$ cat config.mk
export PLATFORM = sky130hd
export DESIGN_NAME = kill_packet_deframer_top
export DESIGN_NICKNAME = d
export VERILOG_FILES = /design/src/kpd_pkg.sv /design/src/kill_packet_deframer_top.sv
export VERILOG_INCLUDE_DIRS = /design/src /design/src/src
export SDC_FILE = /design/constraint.sdc
export NUM_CORES = 1
export LEC_CHECK = 0
export ABC_AREA = 1
export BUFFER_PORTS_ARGS = -buffer_cell sky130_fd_sc_hd__buf_2
export CORE_AREA = 4 4 102 104
export CTS_CLUSTER_DIAMETER = 200
export DETAILED_ROUTE_END_ITERATION = 10
export DIE_AREA = 0 0 106 108
export SLEW_MARGIN = 10
export SYNTH_ARGS = -nofsm -noshare
export SYNTH_HDL_FRONTEND = slang
export SYNTH_SLANG_ARGS = --single-unit
export TNS_END_PERCENT = 100
$ cat constraint.sdc
create_clock -name clk -period 3.65 [get_ports clk]
set_input_delay 0.73 -clock clk [delete_from_list [all_inputs] [get_ports clk]]
set_output_delay 0.73 -clock clk [all_outputs]
set_load 0.005 [all_outputs]
$ cat src/kill_packet_deframer_top_defines.svh
// ----------------------------------------------------------------------------
// kill_packet_deframer_top_defines
// Assertion macros shared by the deframer RTL.
// ----------------------------------------------------------------------------
`ifndef KILL_PACKET_DEFRAMER_TOP_DEFINES_SVH
`define KILL_PACKET_DEFRAMER_TOP_DEFINES_SVH

// Same-cycle implication, checked on every clock edge outside reset.
`define KPD_ASSERT_NOW(lbl, ante, cons) \
  lbl: assert property (@(posedge clk) disable iff (!rst_n) (ante) |-> (cons)) \
    else $error("kpd assertion failed");

// Next-cycle implication, checked on every clock edge outside reset.
`define KPD_ASSERT_NEXT(lbl, ante, cons) \
  lbl: assert property (@(posedge clk) disable iff (!rst_n) (ante) |=> (cons)) \
    else $error("kpd assertion failed");

`endif

$ cat src/kpd_pkg.sv
// ----------------------------------------------------------------------------
// kpd_pkg
// Types and constants of the serial kill packet deframer.
// ----------------------------------------------------------------------------
`timescale 1ns / 1ps

package kpd_pkg;

  typedef enum logic [1:0] {
    PH_HUNT = 2'd0,
    PH_LEN  = 2'd1,
    PH_DATA = 2'd2,
    PH_END  = 2'd3
  } phase_t;

  typedef enum logic [1:0] {
    ST_OK      = 2'd0,
    ST_KILL    = 2'd1,
    ST_FRAME   = 2'd2,
    ST_TIMEOUT = 2'd3
  } status_t;

  typedef enum logic [1:0] {
    CFG_START_BYTE    = 2'd0,
    CFG_END_BYTE      = 2'd1,
    CFG_TIMEOUT_TICKS = 2'd2
  } cfg_reg_t;

  localparam logic [0:0] OP_BYTE = 1'b0;

  localparam logic [7:0]  CHAR_K    = 8'h4B;
  localparam logic [7:0]  CHAR_ZERO = 8'h30;

  localparam logic [7:0]  START_BYTE_RST    = 8'd65;
  localparam logic [7:0]  END_BYTE_RST      = 8'd90;
  localparam logic [15:0] TIMEOUT_TICKS_RST = 16'd1000;

  localparam int unsigned TIMER_W = 17;

endpackage

$ cat src/kill_packet_deframer_top.sv
// Timing: a request is registered in the input stage at acceptance, and its
// status, if any, is registered in the result stage once that stage can take it.
// Throughput: one request per cycle while in_stall is low; the frame state updates in a single pass.
// A request that closes nothing (most bytes, most ticks) produces no status.
// Reset: synchronous, active-low rst_n restores the delimiters and timeout to
// their defaults and puts the parser back to hunting for a start byte.
// ----------------------------------------------------------------------------
// kill_packet_deframer_top
// Decodes start/length/payload/end frames from a byte and tick stream and
// reports ok, kill, framing error or timeout per frame, per stray byte and per timeout.
// ----------------------------------------------------------------------------
`timescale 1ns / 1ps
`include "kill_packet_deframer_top_defines.svh"

module kill_packet_deframer_top #(
  parameter int unsigned MAX_PAYLOAD = 4
) (
  input  logic        clk,
  input  logic        rst_n,
  // request channel
  input  logic        in_valid,
  output logic        in_stall,
  input  logic        in_operation,
  input  logic [7:0]  in_rx_byte,
  // status channel
  output logic        out_valid,
  input  logic        out_stall,
  output logic [1:0]  out_status,
  // configuration channel
  input  logic        cfg_valid,
  output logic        cfg_ready,
  input  logic [1:0]  cfg_index,
  input  logic [15:0] cfg_wdata
);

  localparam int unsigned LEN_W = $clog2(MAX_PAYLOAD + 1);
  localparam logic [7:0]  MAX_DIGIT = 8'(MAX_PAYLOAD);
  localparam int unsigned TW = kpd_pkg::TIMER_W;

  // Configuration registers
  logic [7:0]  start_byte_r;
  logic [7:0]  end_byte_r;
  logic [15:0] timeout_ticks_r;

  // Input stage
  logic        s1_valid_r, s1_valid_nxt;
  logic        s1_op_r;
  logic [7:0]  s1_byte_r;
  logic        s1_go;
  logic        s1_step;

  // Frame state
  kpd_pkg::phase_t  phase_r, phase_nxt;
  logic [LEN_W-1:0] bytes_left_r, bytes_left_nxt;
  logic             first_pending_r, first_pending_nxt;
  logic             kill_seen_r, kill_seen_nxt;
  logic [TW-1:0]    wait_timer_r, wait_timer_nxt;

  // Result stage
  logic              out_valid_r, out_valid_nxt;
  kpd_pkg::status_t  out_status_r;

  // Decode
  logic              emit;
  kpd_pkg::status_t  status;
  logic [TW-1:0]     timer_inc;
  logic [7:0]        digit_val;
  logic              digit_ok;
  logic              is_delim;
  logic [LEN_W-1:0]  bytes_dec;

  assign cfg_ready = 1'b1;

  always_ff @(posedge clk) begin
    if (!rst_n) begin
      start_byte_r    <= kpd_pkg::START_BYTE_RST;
      end_byte_r      <= kpd_pkg::END_BYTE_RST;
      timeout_ticks_r <= kpd_pkg::TIMEOUT_TICKS_RST;
    end else if (cfg_valid && cfg_ready) begin
      case (cfg_index)
        kpd_pkg::CFG_START_BYTE:    start_byte_r    <= cfg_wdata[7:0];
        kpd_pkg::CFG_END_BYTE:      end_byte_r      <= cfg_wdata[7:0];
        kpd_pkg::CFG_TIMEOUT_TICKS: timeout_ticks_r <= cfg_wdata;
        default: ;
      endcase
    end
  end

  // The input stage moves on whenever the result register can take a value.
  assign s1_go    = !out_valid_r || !out_stall;
  assign s1_step  = s1_valid_r && s1_go;
  assign in_stall = s1_valid_r && !s1_go;

  always_comb begin
    s1_valid_nxt = s1_valid_r;
    if (!in_stall) begin
      s1_valid_nxt = in_valid;
    end
  end

  always_ff @(posedge clk) begin
    if (!rst_n) begin
      s1_valid_r <= 1'b0;
    end else begin
      s1_valid_r <= s1_valid_nxt;
    end
  end

  always_ff @(posedge clk) begin
    if (in_valid && !in_stall) begin
      s1_op_r   <= in_operation;
      s1_byte_r <= in_rx_byte;
    end
  end

  assign timer_inc = wait_timer_r + TW'(1);
  assign digit_val = s1_byte_r - kpd_pkg::CHAR_ZERO;
  assign digit_ok  = (s1_byte_r >= kpd_pkg::CHAR_ZERO) && (digit_val <= MAX_DIGIT);
  assign is_delim  = (s1_byte_r == end_byte_r) || (s1_byte_r == start_byte_r);
  assign bytes_dec = (bytes_left_r != '0) ? bytes_left_r - LEN_W'(1) : bytes_left_r;

  // Output decode: whether this request closes a frame, and with which status.
  always_comb begin
    emit   = 1'b0;
    status = kpd_pkg::ST_OK;
    if (s1_op_r != kpd_pkg::OP_BYTE) begin
      if (timer_inc > {1'b0, timeout_ticks_r}) begin
        emit   = 1'b1;
        status = kpd_pkg::ST_TIMEOUT;
      end
    end else begin
      case (phase_r)
        kpd_pkg::PH_HUNT: begin
          if (s1_byte_r != start_byte_r) begin
            emit   = 1'b1;
            status = kpd_pkg::ST_FRAME;
          end
        end
        kpd_pkg::PH_LEN: begin
          if (is_delim || !digit_ok) begin
            emit   = 1'b1;
            status = kpd_pkg::ST_FRAME;
          end
        end
        kpd_pkg::PH_DATA: begin
          if (is_delim) begin
            emit   = 1'b1;
            status = kpd_pkg::ST_FRAME;
          end
        end
        kpd_pkg::PH_END: begin
          emit = 1'b1;
          if (s1_byte_r != end_byte_r) begin
            status = kpd_pkg::ST_FRAME;
          end else if (kill_seen_r) begin
            status = kpd_pkg::ST_KILL;
          end else begin
            status = kpd_pkg::ST_OK;
          end
        end
        default: ;
      endcase
    end
  end

  // Next-state decode. Any status sends the parser back to hunting.
  always_comb begin
    phase_nxt         = phase_r;
    bytes_left_nxt    = bytes_left_r;
    first_pending_nxt = first_pending_r;
    kill_seen_nxt     = kill_seen_r;
    wait_timer_nxt    = wait_timer_r;
    if (s1_step) begin
      if (emit) begin
        phase_nxt         = kpd_pkg::PH_HUNT;
        bytes_left_nxt    = '0;
        first_pending_nxt = 1'b0;
        kill_seen_nxt     = 1'b0;
        wait_timer_nxt    = '0;
      end else if (s1_op_r != kpd_pkg::OP_BYTE) begin
        wait_timer_nxt = timer_inc;
      end else begin
        wait_timer_nxt = '0;
        case (phase_r)
          kpd_pkg::PH_HUNT: begin
            phase_nxt = kpd_pkg::PH_LEN;
          end
          kpd_pkg::PH_LEN: begin
            bytes_left_nxt = digit_val[LEN_W-1:0];
            kill_seen_nxt  = 1'b0;
            if (digit_val == 8'd0) begin
              first_pending_nxt = 1'b0;
              phase_nxt         = kpd_pkg::PH_END;
            end else begin
              first_pending_nxt = 1'b1;
              phase_nxt         = kpd_pkg::PH_DATA;
            end
          end
          kpd_pkg::PH_DATA: begin
            if (first_pending_r) begin
              kill_seen_nxt     = (s1_byte_r == kpd_pkg::CHAR_K);
              first_pending_nxt = 1'b0;
            end
            bytes_left_nxt = bytes_dec;
            if (bytes_dec == '0) begin
              phase_nxt = kpd_pkg::PH_END;
            end
          end
          default: ;
        endcase
      end
    end
  end

  always_ff @(posedge clk) begin
    if (!rst_n) begin
      phase_r         <= kpd_pkg::PH_HUNT;
      bytes_left_r    <= '0;
      first_pending_r <= 1'b0;
      kill_seen_r     <= 1'b0;
      wait_timer_r    <= '0;
    end else begin
      phase_r         <= phase_nxt;
      bytes_left_r    <= bytes_left_nxt;
      first_pending_r <= first_pending_nxt;
      kill_seen_r     <= kill_seen_nxt;
      wait_timer_r    <= wait_timer_nxt;
    end
  end

  always_comb begin
    out_valid_nxt = out_valid_r;
    if (s1_go) begin
      out_valid_nxt = s1_step && emit;
    end
  end

  always_ff @(posedge clk) begin
    if (!rst_n) begin
      out_valid_r <= 1'b0;
    end else begin
      out_valid_r <= out_valid_nxt;
    end
  end

  always_ff @(posedge clk) begin
    if (s1_step && emit) begin
      out_status_r <= status;
    end
  end

  assign out_valid  = out_valid_r;
  assign out_status = out_status_r;

  `KPD_ASSERT_NOW(a_timer_bound, 1'b1, wait_timer_r <= 17'h10000)
  `KPD_ASSERT_NOW(a_count_in_data, phase_r != kpd_pkg::PH_DATA, bytes_left_r == '0)
  `KPD_ASSERT_NOW(a_first_in_data, first_pending_r, phase_r == kpd_pkg::PH_DATA)
  `KPD_ASSERT_NOW(a_result_has_source, out_valid_r && !$past(out_valid_r), $past(s1_step))
  `KPD_ASSERT_NEXT(a_stall_keeps_item, s1_valid_r && in_stall, s1_valid_r)

endmodule
==> run summary, run 1 <==
Reg2Reg Depth: 24
Overall die height: 108 um
CP Launch Type: flop
RSZ-0062 raised after global routing: no
Placed instance area: 4070 um2
Commonest non-fill, non-tap cells in the layout: 97 x nand2_1, 58 x dfxtp_1, 53 x nor2_1
Hold path cells: 2
Netlist cell types: 40
Std-Cell Rows: 36
Type of the worst setup path: flop to flop
Post-synth top area share: 30.9%
Pre-antenna DRT Iters: 6
Post-route ant nets: 0
P&R area growth vs syn: 13.6%
Final core utilization: 44.7%
Worst vdd ir: 229 uV
Post-Route WL: 8.65 mm
FILL cells: 1,016
Layout cells sized above 1: 14.8%
Largest cells by area after synthesis: dfxtp_1 31%, nand2_1 9.7%, edfxtp_1 8.8%
Full die area: 11,400 um2
Number of H-tree levels: 3
Final hold vios: 0
Placeable Area: 9550 um2
Via density: 4.83
Total Power: 1.61 mW
Routing usage on met2: 27.2%
Detail Placement HPWL: 6.42 mm
Synthesized cell area: 3760 um2
Most common cell after layout, fill and taps aside: nand2_1
Post-layout instance area: 4270 um2
Average wire per standard cell: 13.0 um
Worst-Skew Late Latency: 350 ps
Initial core utilization: 39.4%
Synthesized net count: 544
Total grt overflow: 0
Initial DRC Count: 152
RD Place Congestion: 0.804
Post-Layout Cell Count: 665
# diodes: 0
TritonCTS sink count: 69
Leading area contributor after synthesis: dfxtp_1
Placed Cells: 649
Min-delay worst type: flop to flop
Max Slew Vio Count: 0
Final setup violating endpoints: 0
Slew at the pin with the worst max-slew slack: 546 ps
CTS Buf Count: 9
Gr usage total: 16.4%
Pin count of the biggest net entering global routing: 41
PwrDens: 376 nW/um2
Root Buffer: clkbuf_8
Number of buffers added for setup after CTS: 0
CTS tree: done
Maximum clock rate: 0.310 GHz
Worst endpoint required time: 3890 ps
Syn Inst Count: 489
Max Cap Violations: 0
# hold bufs at CTS: 0
Final Net Count: 582
Avg Synthesized Cell Area: 7.69 um2
Relative slew slack: 63.4%
Clock Skew: 9.51 ps
IO Count: 37
Run status: finished, final reports clean
Vias in the first global route: 3,129
Arr. time, crit path: 3470 ps
Busiest grt layer: met2
Via count: 3,209
Pleak: 1.97 nW
Register area share after synthesis: 39.7%
Post-route setup TNS: 0 ps
Fin crit share: 88.4%
Routing usage on met1: 20.7%
Drt drc: 0
Yosys warns: 0
Synthesized flop and latch total: 69
Maximum buffer depth of the clock tree: 2
Port-buffer cells: 35
First-pass GRT wire length: 14.7 mm
Chip width: 106 um
Critical path endpoint category: flop
Initial antenna violation count: 0
Met3 track demand over resource: 5.13%
Worst-path clk slew: 70 ps
Critical Path Fanout Max: 17
Tmin final: 3230 ps
==> sequential cells by signal, indices dropped and copies added, names as in the netlist <==
| name | flops |
|---|---|
| bytes_left_r | 3 |
| end_byte_r | 8 |
| first_pending_r | 1 |
| kill_seen_r | 1 |
| out_status | 2 |
| out_valid | 1 |
| phase_r | 2 |
| s1_byte_r | 8 |
| s1_op_r | 1 |
| s1_valid_r | 1 |
| start_byte_r | 8 |
| timeout_ticks_r | 16 |
| wait_timer_r | 17 |
==> cells in the mapped netlist <==
cell,number
ha_1,23
and3_1,1
conb_1,1
a21o_1,2
nand2_4,3
inv_6,1
nor2_8,1
nor4_1,4
xnor2_1,7
o211ai_1,6
a21oi_1,39
nor3b_4,1
nand2_1,97
nor2_1,53
nand3_2,3
o21ai_2,1
dfxtp_1,58
buf_4,1
buf_6,2
or2_2,2
nand2_2,1
nand3_4,1
o21a_1,5
nand4_1,4
a211oi_1,1
o21ai_1,2
clkbuf_2,1
nor2_2,2
nor3_1,8
o21ai_0,24
edfxtp_1,11
inv_2,4
nand3_1,29
clkinv_1,4
inv_1,51
clkbuf_1,9
nor3_2,1
xor2_1,22
nand3b_1,2
buf_1,1
==> metal layers <==
metal  wire (um)  vias up
met1        4090     1491
met4          76        0
met2        4080       57
met5           0        -
li1            -     1655
met3         401        6
==> layout make-up <==
| class | instances | area (um2) | share of cell area (%) |
|---|---|---|---|
| clock buffers | 10 | 149 | 3.49 |
| well taps | 133 | 166 | 3.90 |
| clock inverters | 6 | 42.5 | 0.996 |
| repair buffers | 41 | 220 | 5.16 |
| multi-input cells | 346 | 1970 | 46.2 |
| inverters | 60 | 230 | 5.39 |
| flip-flops and latches | 69 | 1490 | 34.9 |
==> stage by stage <==
stage / worst slack, ps / hold slack [ps]
after floorplan: 833 / 429
after global placement: 374 / 443
after detailed placement: 343 / 441
after CTS: 321 / 455
after global routing: 20.5 / 484
final: 423 / 458
==> path summary, 6_finish.rpt <==
path | startpoint | endpoint | slack (ps)
hold reg to reg | wait_timer_r[16]$_SDFFE_PN0P_ | wait_timer_r[16]$_SDFFE_PN0P_ | 460
hold / removal | wait_timer_r[16]$_SDFFE_PN0P_ | wait_timer_r[16]$_SDFFE_PN0P_ | 460
setup reg to reg | wait_timer_r[0]$_SDFFE_PN0P_ | phase_r[1]$_SDFFE_PN0P_ | 420
setup / recovery | wait_timer_r[0]$_SDFFE_PN0P_ | phase_r[1]$_SDFFE_PN0P_ | 420
==> critical path, stage by stage (launching register included) <==
cell and delay [ps]:
dfxtp_1 400, ha_1 220, nand3_2 110, nor3_2 180, nand2_2 140, nor2_1 170
xor2_1 110, ha_1 310, nand2_1 70, nor2_1 200, nand3b_1 110, nand3_1 90
nand2_1 50, nand2_1 50, nand2_1 40, nand2_1 50, nand2_1 40, nand2_1 50
nand2_1 90, nand2_4 110, inv_6 80, nor2_8 160, o21ai_2 100, a21oi_1 130
nor2_1 50
==> repair_timing <==
item                                    4_1_cts  5_1_grt
endpoints found under the setup margin        0       10
gates resized for setup                       0        1
endpoints found under the hold margin         0        0
==> report_power, final <==
group	switching, mW	internal [mW]	total [mW]
combinational	0.114	0.0685	0.182
sequential	0.0223	0.803	0.826
clock	0.309	0.291	0.599
total	0.445	1.16	1.61
==> cells by family (layout without fill, tap and decap cells) <==
group / after synthesis / after routing / share of synthesized area, %
and+or+nand+nor: 213 / 213 / 26.1
adders and majority gates: 23 / 23 / 7.65
AOI/OAI and AO/OA: 80 / 80 / 11.7
DFF: 69 / 69 / 39.7
buffers and inverters: 74 / 117 / 8.05
xor gates and xnor gates: 29 / 29 / 6.76
other: 1 / 1 / 0.0997
Power figures use the tool's default switching activity.
==> run 2: changes to the inputs <==
Settings changed: CORE_AREA 4 4 102 104 to 4 4 85 87, DIE_AREA 0 0 106 108 to 0 0 89 91, PLACE_DENSITY set to 0.85.
==> run summary, run 2 (same netlist as run 1, synthesis figures left out) <==
Pre-antenna DRT Iters: 5 (was 6)
Std-Cell Rows: 29 (was 36)
Critical Path Fanout Max: 10 (was 17)
Initial antenna violation count: 0 (unchanged)
Critical path endpoint category: flop (unchanged)
Slew at the pin with the worst max-slew slack: 861 ps (was 546 ps)
CTS Buf Count: 9 (unchanged)
Max Slew Vio Count: 0 (unchanged)
Post-route setup TNS: 0 ps (unchanged)
Full die area: 8100 um2 (was 11,400 um2)
Via count: 3,201 (was 3,209)
Top Registers: wait_timer_r x17, timeout_ticks_r x16 (unchanged)
Final setup violating endpoints: 0 (unchanged)
WP buf/inv: 1 (unchanged)
Arr. time, crit path: 3240 ps (was 3470 ps)
Relative slew slack: 42.1% (was 63.4%)
Final Net Count: 578 (was 582)
Critical Path Max Stage Delay: 400 ps (about the same)
Worst-Skew Late Latency: 350 ps (about the same)
# hold bufs at CTS: 0 (unchanged)
Type of the worst setup path: flop to flop (unchanged)
TritonCTS sink count: 69 (unchanged)
Number of buffers added for setup after CTS: 0 (unchanged)
RD Place Congestion: 0.877 (was 0.804)
Pin count of the biggest net entering global routing: 41 (unchanged)
Max Cap Violations: 0 (unchanged)
IO Count: 37 (unchanged)
Fin crit share: 88.1% (was 88.4%)
Final hold vios: 0 (unchanged)
First-pass GRT wire length: 13.4 mm (was 14.7 mm)
Most common cell after layout, fill and taps aside: nand2_1 (unchanged)
Crit path cell chain: ha_1, nand3_2, nor3_2, nand2_2, nor3b_4, xnor2_1, inv_1, ha_1, nand2_1, nor2_1, nand2_1, nand2_1, nand2_1, nand2_1, nand2_1, nand2_1, nand2_1, nand2_4, nand2_4, nor2_1 (was ha_1, nand3_2, nor3_2, nand2_2, nor2_1, xor2_1, ha_1, nand2_1, nor2_1, nand3b_1, nand3_1, nand2_1, nand2_1, nand2_1, nand2_1, nand2_1, nand2_1, nand2_1, nand2_4, inv_6, nor2_8, o21ai_2, a21oi_1, nor2_1)
Total grt overflow: 0 (unchanged)
Commonest non-fill, non-tap cells in the layout: 97 x nand2_1, 58 x dfxtp_1, 53 x nor2_1 (unchanged)
Run status: finished, final reports clean (unchanged)
Average wire per standard cell: 13.0 um (about the same)
Pleak: 1.95 nW (was 1.97 nW)
Drt drc: 0 (unchanged)
Worst vdd ir: 314 uV (was 229 uV)
Maximum buffer depth of the clock tree: 2 (unchanged)
CP Launch Type: flop (unchanged)
# diodes: 0 (unchanged)
R2r setup slk: 440 ps (was 420 ps)
Chip width: 89 um (was 106 um)
CP top delay family: simple AND/OR/NAND/NOR gates (unchanged)
PwrDens: 386 nW/um2 (was 376 nW/um2)
RSZ-0062 raised after global routing: no (unchanged)
Max reg flops: 17 (unchanged)
Root Buffer: clkbuf_8 (unchanged)
Gr usage total: 20.8% (was 16.4%)
Placeable Area: 6350 um2 (was 9550 um2)
Detail Placement HPWL: 5.95 mm (was 6.42 mm)
Clock Skew: 10.5 ps (was 9.51 ps)
Final core utilization: 65.7% (was 44.7%)
FILL cells: 516 (was 1,016)
Overall die height: 91 um (was 108 um)
Initial core utilization: 59.2% (was 39.4%)
Port-buffer cells: 35 (unchanged)
Post-Route WL: 7.84 mm (was 8.65 mm)
Cell mode on critical path: nand2_1 (unchanged)
Vias in the first global route: 2,989 (was 3,129)
Min-delay worst type: flop to flop (unchanged)
Number of H-tree levels: 3 (unchanged)
P&R area growth vs syn: 11.0% (was 13.6%)
Post-route ant nets: 0 (unchanged)
Maximum clock rate: 0.311 GHz (was 0.310 GHz)
Tmin final: 3210 ps (was 3230 ps)
Initial DRC Count: 149 (was 152)
Crit path max-delay cell type: dfxtp_1 (unchanged)
Via density: 5.29 (was 4.83)
Worst endpoint required time: 3680 ps (was 3890 ps)
Worst-path clk slew: 70 ps (about the same)
CTS tree: done (unchanged)
Layout cells sized above 1: 14.0% (was 14.8%)
Largest Register: wait_timer_r (unchanged)
[run 2: cell types whose count changed in the layout (fill, tap and decap cells not counted)]
cell	before	now
clkbuf_1	0	1
clkinvlp_4	0	1
buf_4	6	2
clkbuf_16	1	0
bufinv_16	0	1
inv_6	2	1
inv_4	1	0
[run 2: metal layers]
layer / track usage [%] / up-vias / routed length (um)
met4: 8.44 / 0 / 141
met2: 31.7 / 74 / 3540
met1: 28.7 / 1460 / 3720
li1: - / 1654 / -
met5: 0 / - / 0
met3: 4.07 / 13 / 441
[run 2: through the flow]
stage / cell area, um2 / power [mW] / hold WS [ps] / setup slack [ps] / cells
2_1_floorplan: 3760 / 0.965 / 429 / 833 / 489
3_3_place_gp: 3970 / 1.01 / 437 / 493 / 589
3_5_place_dp: 3970 / 1.02 / 442 / 372 / 589
4_1_cts: 4170 / 1.61 / 456 / 336 / 605
5_1_grt: 4170 / 1.69 / 480 / 8.09 / 605
6_report: 4170 / 1.61 / 454 / 436 / 605
[run 2: cell type report]
type                       count  area [um2]  share of cell area, %
tap                           77        96.3                   2.31
sequential                    69        1490                   35.7
inverter                      60         230                   5.52
clock inverter                 6        65.1                   1.56
clock buffer                  10         128                   3.06
timing repair buffer          37         190                   4.56
multi-input combinational    346        1970                   47.3
[run 2: power by group]
group	internal [mW]	switching, mW
Clock	0.315	0.295
Sequential	0.804	0.0219
Combinational	0.0661	0.109
Total	1.18	0.426
[run 2: path summary, 6_finish.rpt]
| kind | start | end | cells after the start |
|---|---|---|---|
| worst max register to register | wait_timer_r[0]$_SDFFE_PN0P_ | out_status[1]$_DFFE_PP_ | 20 |
| worst min register to register | wait_timer_r[16]$_SDFFE_PN0P_ | wait_timer_r[16]$_SDFFE_PN0P_ | 2 |
| worst min-delay path | wait_timer_r[16]$_SDFFE_PN0P_ | wait_timer_r[16]$_SDFFE_PN0P_ | 2 |
| worst max-delay path | wait_timer_r[0]$_SDFFE_PN0P_ | out_status[1]$_DFFE_PP_ | 20 |
[run 2: what timing repair did]
action | 4_1_cts | 5_1_grt
endpoints found under the setup margin | 0 | 8
resized for setup | 0 | 1
hold endpoints to repair | 0 | 0
[run 2: worst min-delay path: stages, from the launching register on]
cell and delay, ps:
dfxtp_1 320, nand2_1 60, nor2_1 40
==> run 3: changes to the inputs <==
Settings changed: CORE_AREA 4 4 85 87 to 2 2 95 97, DIE_AREA 0 0 89 91 to 0 0 97 99, PLACE_DENSITY 0.85 to 0.69.
==> run summary, run 3 (same netlist as run 1, synthesis figures left out) <==
Run status: finished, final reports clean (unchanged)
Largest Register: wait_timer_r (unchanged)
Critical path origin: wait_timer_r[1]$_SDFFE_PN0P_ (was wait_timer_r[0]$_SDFFE_PN0P_)
Total grt overflow: 0 (unchanged)
IO Count: 37 (unchanged)
Clock Skew: 9.70 ps (was 10.5 ps)
Top Registers: wait_timer_r x17, timeout_ticks_r x16 (unchanged)
Worst endpoint required time: 3900 ps (was 3680 ps)
Maximum clock rate: 0.313 GHz (was 0.311 GHz)
Fin crit share: 87.5% (was 88.1%)
Most common cell after layout, fill and taps aside: nand2_1 (unchanged)
CTS tree: done (unchanged)
Resize count post-CTS: 0 (unchanged)
Chip width: 97 um (was 89 um)
Critical Path Fanout Max: 17 (was 10)
Min-delay worst type: flop to flop (unchanged)
Min-Delay Endpoint: wait_timer_r[16]$_SDFFE_PN0P_ (unchanged)
Hold path cells: 2 (unchanged)
Number of buffers added for setup after CTS: 0 (unchanged)
Hold Startpoint: wait_timer_r[16]$_SDFFE_PN0P_ (unchanged)
Full die area: 9600 um2 (was 8100 um2)
Worst vdd ir: 215 uV (was 314 uV)
Overall die height: 99 um (was 91 um)
Max Cap Violations: 0 (unchanged)
Pre-antenna DRT Iters: 4 (was 5)
RD Place Congestion: 0.843 (was 0.877)
Type of the worst setup path: flop to flop (unchanged)
CTS Buf Count: 9 (unchanged)
Final Net Count: 581 (was 578)
Final hold vios: 0 (unchanged)
Final setup violating endpoints: 0 (unchanged)
Vias in the first global route: 3,105 (was 2,989)
R2r setup slk: 460 ps (was 440 ps)
# diodes: 0 (unchanged)
Pin count of the biggest net entering global routing: 41 (unchanged)
FILL cells: 860 (was 516)
Post-Route WL: 8.24 mm (was 7.84 mm)
Root Buffer: clkbuf_8 (unchanged)
Initial antenna violation count: 0 (unchanged)
Average wire per standard cell: 12.9 um (was 13.0 um)
Post-Layout Cell Count: 639 (was 605)
Tmin final: 3190 ps (was 3210 ps)
Initial core utilization: 44.0% (was 59.2%)
Std-Cell Rows: 34 (was 29)
Initial DRC Count: 155 (was 149)
Via count: 3,146 (was 3,201)
Reg2Reg Depth: 23 (was 20)
# hold bufs at CTS: 0 (unchanged)
Number of H-tree levels: 3 (unchanged)
Max Slew Vio Count: 0 (unchanged)
Drt drc: 0 (unchanged)
RSZ-0062 raised after global routing: no (unchanged)
Layout cells sized above 1: 14.9% (was 14.0%)
Placeable Area: 8550 um2 (was 6350 um2)
Critical path endpoint category: flop (unchanged)
Reg2reg end: phase_r[1]$_SDFFE_PN0P_ (was out_status[1]$_DFFE_PP_)
Detail Placement HPWL: 6.09 mm (was 5.95 mm)
TritonCTS sink count: 69 (unchanged)
Reg2reg start: wait_timer_r[1]$_SDFFE_PN0P_ (was wait_timer_r[0]$_SDFFE_PN0P_)
First-pass GRT wire length: 14.3 mm (was 13.4 mm)
Max reg flops: 17 (unchanged)
WHS: 460 ps (was 454 ps)
Port-buffer cells: 35 (unchanged)
Post-route ant nets: 0 (unchanged)
Commonest non-fill, non-tap cells in the layout: 97 x nand2_1, 57 x dfxtp_1, 53 x nor2_1 (was 97 x nand2_1, 58 x dfxtp_1, 53 x nor2_1)
Gr usage total: 18.4% (was 20.8%)
PwrDens: 415 nW/um2 (was 386 nW/um2)
P&R area growth vs syn: 14.1% (was 11.0%)
Slew at the pin with the worst max-slew slack: 586 ps (was 861 ps)
CP Launch Type: flop (unchanged)
Final core utilization: 50.2% (was 65.7%)
Relative slew slack: 60.7% (was 42.1%)
Via density: 4.92 (was 5.29)
Worst-path clk slew: 80 ps (was 70 ps)
Maximum buffer depth of the clock tree: 2 (unchanged)
Post-route setup TNS: 0 ps (unchanged)
Pleak: 1.98 nW (was 1.95 nW)
Worst-Skew Late Latency: 360 ps (was 350 ps)
Arr. time, crit path: 3440 ps (was 3240 ps)
Placed Cells: 623 (was 589)
==> run 3: worst max-delay path by stage <==
stage / end / slack, ps
CTS: phase_r[1]$_SDFFE_PN0P_ / 360
floorplan: out_status[0]$_DFFE_PP_ / 830
finish: phase_r[1]$_SDFFE_PN0P_ / 460
global placement: first_pending_r$_SDFFE_PN0P_ / 450
detailed placement: phase_r[1]$_SDFFE_PN0P_ / 410
global route: phase_r[1]$_SDFFE_PN0P_ / 60
==> run 3: stage by stage <==
step	setup WS, ps	total power [mW]	instance area, um2
2_1_floorplan	833	0.965	3760
3_3_place_gp	454	1.02	4040
4_1_cts	355	1.80	4280
6_report	455	1.78	4290
3_5_place_dp	409	1.02	4040
5_1_grt	63.5	1.85	4290
==> run 3: worst max-delay path, cell delays in order, from the launching register on <==
cell and delay (ps):
dfxtp_1 370, ha_1 220, nand3_2 110, nor3_2 160
nand2_2 120, nor3b_4 250, xnor2_1 140, inv_1 100
ha_1 300, nand2_1 70, nor2_1 150, nand2_1 70
nand2_1 50, nand2_1 40, nand2_1 50, nand2_1 50
nand2_1 50, nand2_1 100, nand2_4 120, inv_6 80
nor2_8 150, o21ai_2 110, a21oi_1 150, nor2_1 50
==> run 3: cell type report <==
class	instances	area [um2]	share of cell area [%]
multi-input combinational	346	1970	46.0
timing repair buffer	40	213	4.96
clock buffer	9	124	2.89
sequential	69	1490	34.8
tap	108	135	3.15
inverter	60	230	5.37
clock inverter	7	123	2.86
==> run 3: report_power, final <==
| group | switching (mW) | total (mW) | internal (mW) |
|---|---|---|---|
| clock | 0.319 | 0.776 | 0.457 |
| sequential | 0.0223 | 0.826 | 0.803 |
| combinational | 0.111 | 0.178 | 0.0676 |
==> run 3: layer usage <==
layer  part of all wire [%]  vias up  global-route usage (%)
li1                       -     1658                       -
met3                    4.3       11                    3.40
met1                     49     1412                    24.0
met4                    1.7        0                    7.91
met2                     45       65                    29.9
met5                      0        -                       0
